<file path="src/rtl/core/icbs_pkg.sv">
`timescale 1ns / 1ps
// ----------------------------------------------------------------------------
// icbs_pkg
// Shared constants and controller/datapath interface types for the
// interval-censored Brier score block.
// ----------------------------------------------------------------------------
package icbs_pkg;

  localparam int MAX_TIMES_DEF = 256;
  localparam int TIME_W        = 32;
  localparam int SURV_W        = 17;
  localparam int REG_ADDR_W    = 3;
  localparam int CFG_DATA_W    = 32;

  localparam logic [SURV_W-1:0]     ONE_Q16       = 17'd65536;
  localparam logic [TIME_W-1:0]     HORIZON_RESET = 32'hFFFF_FFFF;
  localparam logic                  REG_HORIZON   = 1'b0;

  typedef logic [1:0] div_sel_t;
  localparam div_sel_t DIV_SEL_INT = 2'd0;
  localparam div_sel_t DIV_SEL_S1  = 2'd1;
  localparam div_sel_t DIV_SEL_S2  = 2'd2;

  typedef struct packed {
    logic     load;
    logic     k_clr;
    logic     p_init;
    logic     rd;
    logic     step;
    logic     p1_eval;
    logic     p2_eval;
    logic     div_start;
    div_sel_t div_sel;
    logic     take_mag;
    logic     sq;
    logic     mul;
    logic     acc;
    logic     take_s1;
    logic     clr_s1;
    logic     take_s2;
    logic     clr_s2;
    logic     emit;
  } cmd_t;

  typedef struct packed {
    logic k_zero;
    logic k_last;
    logic p1_stop;
    logic p2_stop;
    logic need_div;
    logic div_done;
    logic ts1_zero;
    logic tsall_zero;
  } status_t;

endpackage

</file>
<file path="src/rtl/core/icbs_ctrl.sv">
`timescale 1ns / 1ps
// ----------------------------------------------------------------------------
// icbs_ctrl
// Controller: sequences loading, the bound lookup pass, the error pass and
// the two final divisions.
// ----------------------------------------------------------------------------
module icbs_ctrl
  import icbs_pkg::*;
(
  input  logic    clk,
  input  logic    rst_n,
  input  logic    start,
  input  logic    in_last_point,
  input  status_t sts,
  output cmd_t    cmd,
  output logic    busy
);

  localparam logic [3:0] S_IDLE   = 4'd0;
  localparam logic [3:0] S_P1_RD  = 4'd1;
  localparam logic [3:0] S_P1_EV  = 4'd2;
  localparam logic [3:0] S_P2_RD  = 4'd3;
  localparam logic [3:0] S_P2_EV  = 4'd4;
  localparam logic [3:0] S_P2_NUM = 4'd5;
  localparam logic [3:0] S_P2_DIV = 4'd6;
  localparam logic [3:0] S_P2_SQ  = 4'd7;
  localparam logic [3:0] S_P2_MUL = 4'd8;
  localparam logic [3:0] S_P2_ACC = 4'd9;
  localparam logic [3:0] S_F1     = 4'd10;
  localparam logic [3:0] S_F1_W   = 4'd11;
  localparam logic [3:0] S_F2     = 4'd12;
  localparam logic [3:0] S_F2_W   = 4'd13;
  localparam logic [3:0] S_EMIT   = 4'd14;

  logic [3:0] state_r;
  logic [3:0] state_nxt;

  always_ff @(posedge clk) begin
    if (!rst_n) begin
      state_r <= S_IDLE;
    end else begin
      state_r <= state_nxt;
    end
  end

  always_comb begin
    cmd       = '0;
    state_nxt = state_r;
    unique case (state_r)
      S_IDLE: begin
        if (start) begin
          cmd.load = 1'b1;
          if (in_last_point) begin
            cmd.k_clr  = 1'b1;
            cmd.p_init = 1'b1;
            state_nxt  = S_P1_RD;
          end
        end
      end
      S_P1_RD: begin
        cmd.rd    = 1'b1;
        state_nxt = S_P1_EV;
      end
      S_P1_EV: begin
        cmd.p1_eval = 1'b1;
        if (sts.p1_stop || sts.k_last) begin
          cmd.k_clr = 1'b1;
          state_nxt = S_P2_RD;
        end else begin
          cmd.step  = 1'b1;
          state_nxt = S_P1_RD;
        end
      end
      S_P2_RD: begin
        cmd.rd    = 1'b1;
        state_nxt = S_P2_EV;
      end
      S_P2_EV: begin
        if (sts.p2_stop) begin
          state_nxt = S_F1;
        end else begin
          cmd.p2_eval = 1'b1;
          if (!sts.k_zero) begin
            state_nxt = S_P2_NUM;
          end else if (sts.k_last) begin
            state_nxt = S_F1;
          end else begin
            cmd.step  = 1'b1;
            state_nxt = S_P2_RD;
          end
        end
      end
      S_P2_NUM: begin
        if (sts.need_div) begin
          cmd.div_start = 1'b1;
          cmd.div_sel   = DIV_SEL_INT;
          state_nxt     = S_P2_DIV;
        end else begin
          state_nxt = S_P2_SQ;
        end
      end
      S_P2_DIV: begin
        if (sts.div_done) begin
          cmd.take_mag = 1'b1;
          state_nxt    = S_P2_SQ;
        end
      end
      S_P2_SQ: begin
        cmd.sq    = 1'b1;
        state_nxt = S_P2_MUL;
      end
      S_P2_MUL: begin
        cmd.mul   = 1'b1;
        state_nxt = S_P2_ACC;
      end
      S_P2_ACC: begin
        cmd.acc = 1'b1;
        if (sts.k_last) begin
          state_nxt = S_F1;
        end else begin
          cmd.step  = 1'b1;
          state_nxt = S_P2_RD;
        end
      end
      S_F1: begin
        if (sts.ts1_zero) begin
          cmd.clr_s1 = 1'b1;
          state_nxt  = S_F2;
        end else begin
          cmd.div_start = 1'b1;
          cmd.div_sel   = DIV_SEL_S1;
          state_nxt     = S_F1_W;
        end
      end
      S_F1_W: begin
        if (sts.div_done) begin
          cmd.take_s1 = 1'b1;
          state_nxt   = S_F2;
        end
      end
      S_F2: begin
        if (sts.tsall_zero) begin
          cmd.clr_s2 = 1'b1;
          state_nxt  = S_EMIT;
        end else begin
          cmd.div_start = 1'b1;
          cmd.div_sel   = DIV_SEL_S2;
          state_nxt     = S_F2_W;
        end
      end
      S_F2_W: begin
        if (sts.div_done) begin
          cmd.take_s2 = 1'b1;
          state_nxt   = S_EMIT;
        end
      end
      S_EMIT: begin
        cmd.emit  = 1'b1;
        state_nxt = S_IDLE;
      end
      default: begin
        state_nxt = S_IDLE;
      end
    endcase
  end

  assign busy = (state_r != S_IDLE);

endmodule

</file>
<file path="config.mk">
export PLATFORM = sky130hd
export DESIGN_NAME = icbs_ctrl
export DESIGN_NICKNAME = d
export VERILOG_FILES = /design/src/rtl/core/icbs_pkg.sv /design/src/rtl/core/icbs_ctrl.sv
export SDC_FILE = /design/constraint.sdc
export NUM_CORES = 1
export LEC_CHECK = 0
export ABC_AREA = 1
export BUFFER_PORTS_ARGS = -buffer_cell sky130_fd_sc_hd__buf_2
export CAP_MARGIN = 10
export CORE_MARGIN = 8
export CORE_UTILIZATION = 42
export DETAILED_ROUTE_END_ITERATION = 8
export HOLD_SLACK_MARGIN = 0.03
export PLACE_DENSITY = 0.83
export SYNTH_ARGS = -nofsm -noshare
export SYNTH_HDL_FRONTEND = slang
export SYNTH_SLANG_ARGS = --single-unit
</file>
<file path="constraint.sdc">
create_clock -name clk -period 1.4 [get_ports clk]
set_input_delay 0 -clock clk [delete_from_list [all_inputs] [get_ports clk]]
set_output_delay 0 -clock clk [all_outputs]
set_load 0.01 [all_outputs]
</file>
# Word-level counts from Yosys, hierarchy flattened
# Index checks and enable logic that the tools add are counted.
[op_classes]
n_eq_ne = 19
muxes = 44
n_reduce_logical = 5
[op_table]
columns = ["operator", "count"]
rows = [
  ["4-bit case mux with 14 select lines", 1],
  ["4-bit 2-to-1 mux", 8],
  ["4-bit equality test, second input constant", 7],
  ["1-bit 2-to-1 mux", 24],
  ["4-bit by 3-bit equality test with 1-bit output, second input constant", 4],
  ["3-bit 2-to-1 mux", 5],
  ["2-bit inequality test, second input constant", 5],
  ["3-bit case mux with 3 select lines", 1],
  ["4-bit by 2-bit equality test with 1-bit output, second input constant", 2],
  ["2-bit 2-to-1 mux", 3],
  ["5-bit AND reduction", 1],
  ["4-bit by 1-bit equality test with 1-bit output, second input constant", 1],
  ["4-bit zero test", 1],
  ["4-bit nonzero test", 1],
  ["1-bit case mux with 3 select lines", 1],
  ["1-bit case mux with 2 select lines", 1],
  ["2-bit OR reduction", 1],
  ["1-bit logical OR", 1],
]
[word_totals]
register_bits = 4
in_bits = 12
out_inout_bits = 20

# Logic depth before layout (Yosys ltp)
[logic_depth]
ltp_word = 4
mapped_depth = 8
mapped_depth_nobuf = 8

# Worst setup path before layout
# No wires, ideal clock.
[synth_timing]
path_type = "register -> register"
from = "register state_r[1]"
to = "register state_r[1]"
setup_ps = 70
arrival_time_ps = 1160
setup_slack_ps = 170
stages_incl_launch_ff = 8
n_path_buf = 0
period_less_slack_ps = 1230
cell_sequence = "dfxtp_1 -> nor2_2 -> inv_2 -> nor3_2 -> nor2_1 -> nand2_1 -> nand2_1 -> a21oi_1"
[synth_between]
elab_chain_len = 3
word_cells_on_any_way = 21
cone_classes = "18 x eq/ne; 1 x mux; 2 x reduce/logical"
[synth_rtl]
columns = ["element", "line", "text"]
rows = [
  ["start: declaration", "icbs_ctrl.sv:35", "logic [3:0] state_r;"],
  ["start signal: assignment", "icbs_ctrl.sv:42", "state_r <= state_nxt;"],
  ["4-bit by 3-bit equality test with 1-bit output, or another cell as far along", "icbs_ctrl.sv:49", "unique case (state_r)"],
  ["2-bit inequality test (no source line)", "--", ""],
  ["5-bit AND reduction (no source line)", "--", ""],
]
# Parallel ways exist; a longest one is shown, timed or not.
# A chain may end at the register's enable or synchronous reset.

==> impl_metrics.py <==
metrics = {
    "floorplan": {
        "ios": 32,
        "core_region_area_um2": 1280,
        "initial_utilization": 0.446,
        "die_h_um": 52.9,
        "chipWidth_um": 52.9,
        "num_rows": 13,
        "die_area_um2": 2800,
    },
    "global_route": {
        "grt_max_degree": 7,
        "antenna_found_initial": 0,
        "grt_overflow": 0,
        "grt_pass1_wl_mm": 3.28,
        "grt_pass1_vias": 791,
        "grt_usage": 0.149,
    },
    "clock_tree": {
        "htree_levels": 1,
        "cts_sinks": 4,
        "clk_pin_slew_ns": 0.04,
        "clock_latency_ns": 0.23,
        "clockBufferDepth": 2,
        "cts_tree": "yes",
        "tritoncts.num_buffers": 3,
        "cts_root_buf": "clkbuf_4",
    },
    "critical_path": {
        "max_stage_delay_ns": 0.36,
        "startpoint_type": "register",
        "crit_buf_inv": 1,
        "critical_path_class": "reg -> out",
        "critPathArrivalTime_ns": 1.34,
        "worstPathMaxFanout": 5,
        "cp_slowest_cell": "dfxtp_2",
        "required_ns": 1.40,
        "crit_family": "simple AND/OR/NAND/NOR gates",
        "crit_chain": "nor2_4 -> nand2_2 -> nor2_2 -> a31oi_1 -> o31ai_1 -> buf_2",
        "critPathCaptureType": "primary output",
        "timing.reg2reg.setup_slack_ns": 0.10,
    },
    "place": {
        "placed_cell_area_um2": 747,
        "port-buffer-count": 31,
        "dp_hpwl_mm": 1.62,
        "place.gp.congestion": 0.903,
    },
    "sta": {
        "slew_violations": 0,
        "hold_violations": 0,
        "tightest_slew_ns": 0.196,
        "clock.fmax_mhz": 748,
        "setup_viol": 0,
        "fin_skew_ns": 0.00320,
        "slew_headroom": 0.868,
        "period_needed_ns": 1.34,
        "period_share": 0.955,
    },
    "finish": {
        "largestRegisters": "state_r: 4 flops",
        "diodes": 0,
        "nets": 169,
        "area_delta_synth_final_pct": 51.7,
        "fin_area_um2": 870,
        "largest_reg_flops": 4,
        "fillers": 117,
        "final_layout_size_suffix_gt1_frac": 0.419,
        "largest_register": "state_r",
    },
    "yosys": {
        "syn_avg_cell_area_um2": 4.98,
        "syn_nets": 127,
        "netlist_area_um2": 573,
        "ys_ff_latch": 4,
        "ys_seq_area_frac": 0.140,
        "yosys_warnings": 0,
        "synth_cells": 115,
        "ys_types": 19,
    },
    "route": {
        "ant_nets": 0,
        "avgViaCountPerCell": 5.14,
        "num_vias": 874,
        "drt-initial-drc-count": 32,
        "drc": 0,
        "first_pass_iters": 4,
        "wirelength_mm": 2.12,
        "post_drt_wl_per_cell_um": 12.5,
    },
    "power_and_ir_drop": {
        "p_leak_nw": 0.567,
        "irDropWorstVdd_mv": 0.533,
        "power_density_nw_per_um2": 896,
        "design_power_total_uw": 779,
    },
    "flow_run": {
        "cap_viol_max_count": 0,
    },
    "min_path": {
        "hp-class": "in -> reg",
    },
    "run_status": {
        "status": "finished clean",
    },
}
## layout make-up
| type | count | area, um2 | share of cell area |
|---|---|---|---|
| Multi-Input combinational cell | 85 | 428 | 0.492 |
| Sequential cell | 4 | 92.6 | 0.106 |
| Tap cell | 15 | 18.8 | 0.0216 |
| Timing Repair Buffer | 37 | 210 | 0.242 |
| Clock buffer | 3 | 22.5 | 0.0259 |
| Inverter | 26 | 97.6 | 0.112 |
## tightest hold or removal path, stage by stage
cell,delay (ns)
buf_2,0.09
nor2_1,0.04
nor2_1,0.08
nand3_1,0.07
nand2_1,0.06
a21oi_1,0.05
## cells in the final DEF, fill, tap and decap left out, types with 2 or more instances in the layout
cell	n
nor2_1	19
nor2_4	5
buf_6	2
dfxtp_4	3
clkbuf_4	3
o21ai_0	4
nand2_1	31
a21oi_1	3
nand3_1	8
buf_2	31
o21ai_1	2
nor2_2	3
nand2_2	2
inv_2	8
inv_1	18
buf_4	3
## stage by stage
step                TNS (ns)   util  cells  setup WS (ns)  hold slack, ns
floorplan                  0      -    115          0.170          0.0548
finish                     0  0.677    170         0.0636           0.195
global route         -0.0717  0.677    170        -0.0438           0.222
global placement           0  0.581    161         0.0751           0.205
CTS                        0  0.634    168        0.00304           0.166
detailed placement         0  0.581    161         0.0588           0.216
## worst paths after layout
check	endpoint	startpoint	cells past startpoint
setup / recovery	cmd[14]	state_r[1]	6
hold / removal	state_r[0]	sts[3]	6
setup reg to reg	state_r[2]	state_r[2]	9
hold reg to reg	state_r[2]	state_r[2]	2
## synthesized netlist by cell type
cell type  count  area [um2]
a21boi_1       1        7.51
a21oi_1        4        20.0
a31oi_1        1        6.26
dfxtp_1        4        80.1
inv_1         18        67.6
inv_2          8        30.0
nand2_1       32         120
nand2_2        1        6.26
nand3_1        8        40.0
nand3_2        1        10.0
nand3b_1       1        7.51
nand4_1        1        6.26
nor2_1        22        82.6
nor2_2         3        18.8
nor2_4         2        22.5
nor3_2         1        10.0
o21ai_0        4        20.0
o21ai_1        2        10.0
o31ai_1        1        7.51
## per-layer routing
layer  track usage  wire [um]  vias up
li1              -          -      435
met1         0.175        826      383
met2         0.242       1070       56
met3        0.0420        224        0
met4        0.0647          0        0
met5             0          0        -
## cell families after synthesis
family                 after synthesis  share of synthesized area
DFF                                  4                      0.140
buffers and inverters               26                      0.170
and+or+nand+nor                     72                      0.566
AOI/OAI and AO/OA                   13                      0.124
## where the power goes
| part | switching, mW | total [mW] | internal, mW | leakage [nW] |
|---|---|---|---|---|
| clock network | 0.0461 | 0.142 | 0.0958 | 0.0138 |
| registers | 0.0405 | 0.175 | 0.135 | 0.0352 |
| logic | 0.269 | 0.462 | 0.193 | 0.518 |
| total | 0.355 | 0.779 | 0.424 | 0.567 |
## repair_timing
| action | 4_1_cts | 5_1_grt |
|---|---|---|
| pin swaps | 2 | 2 |
| gates cloned | 0 | 0 |
| hold buffers | 1 | 0 |
| hold endpoints to repair | 3 | 0 |
| setup buffers | 3 | 2 |
| gates resized for setup | 6 | 12 |
| endpoints found under the setup margin | 4 | 6 |
Power figures use the tool's default switching activity.
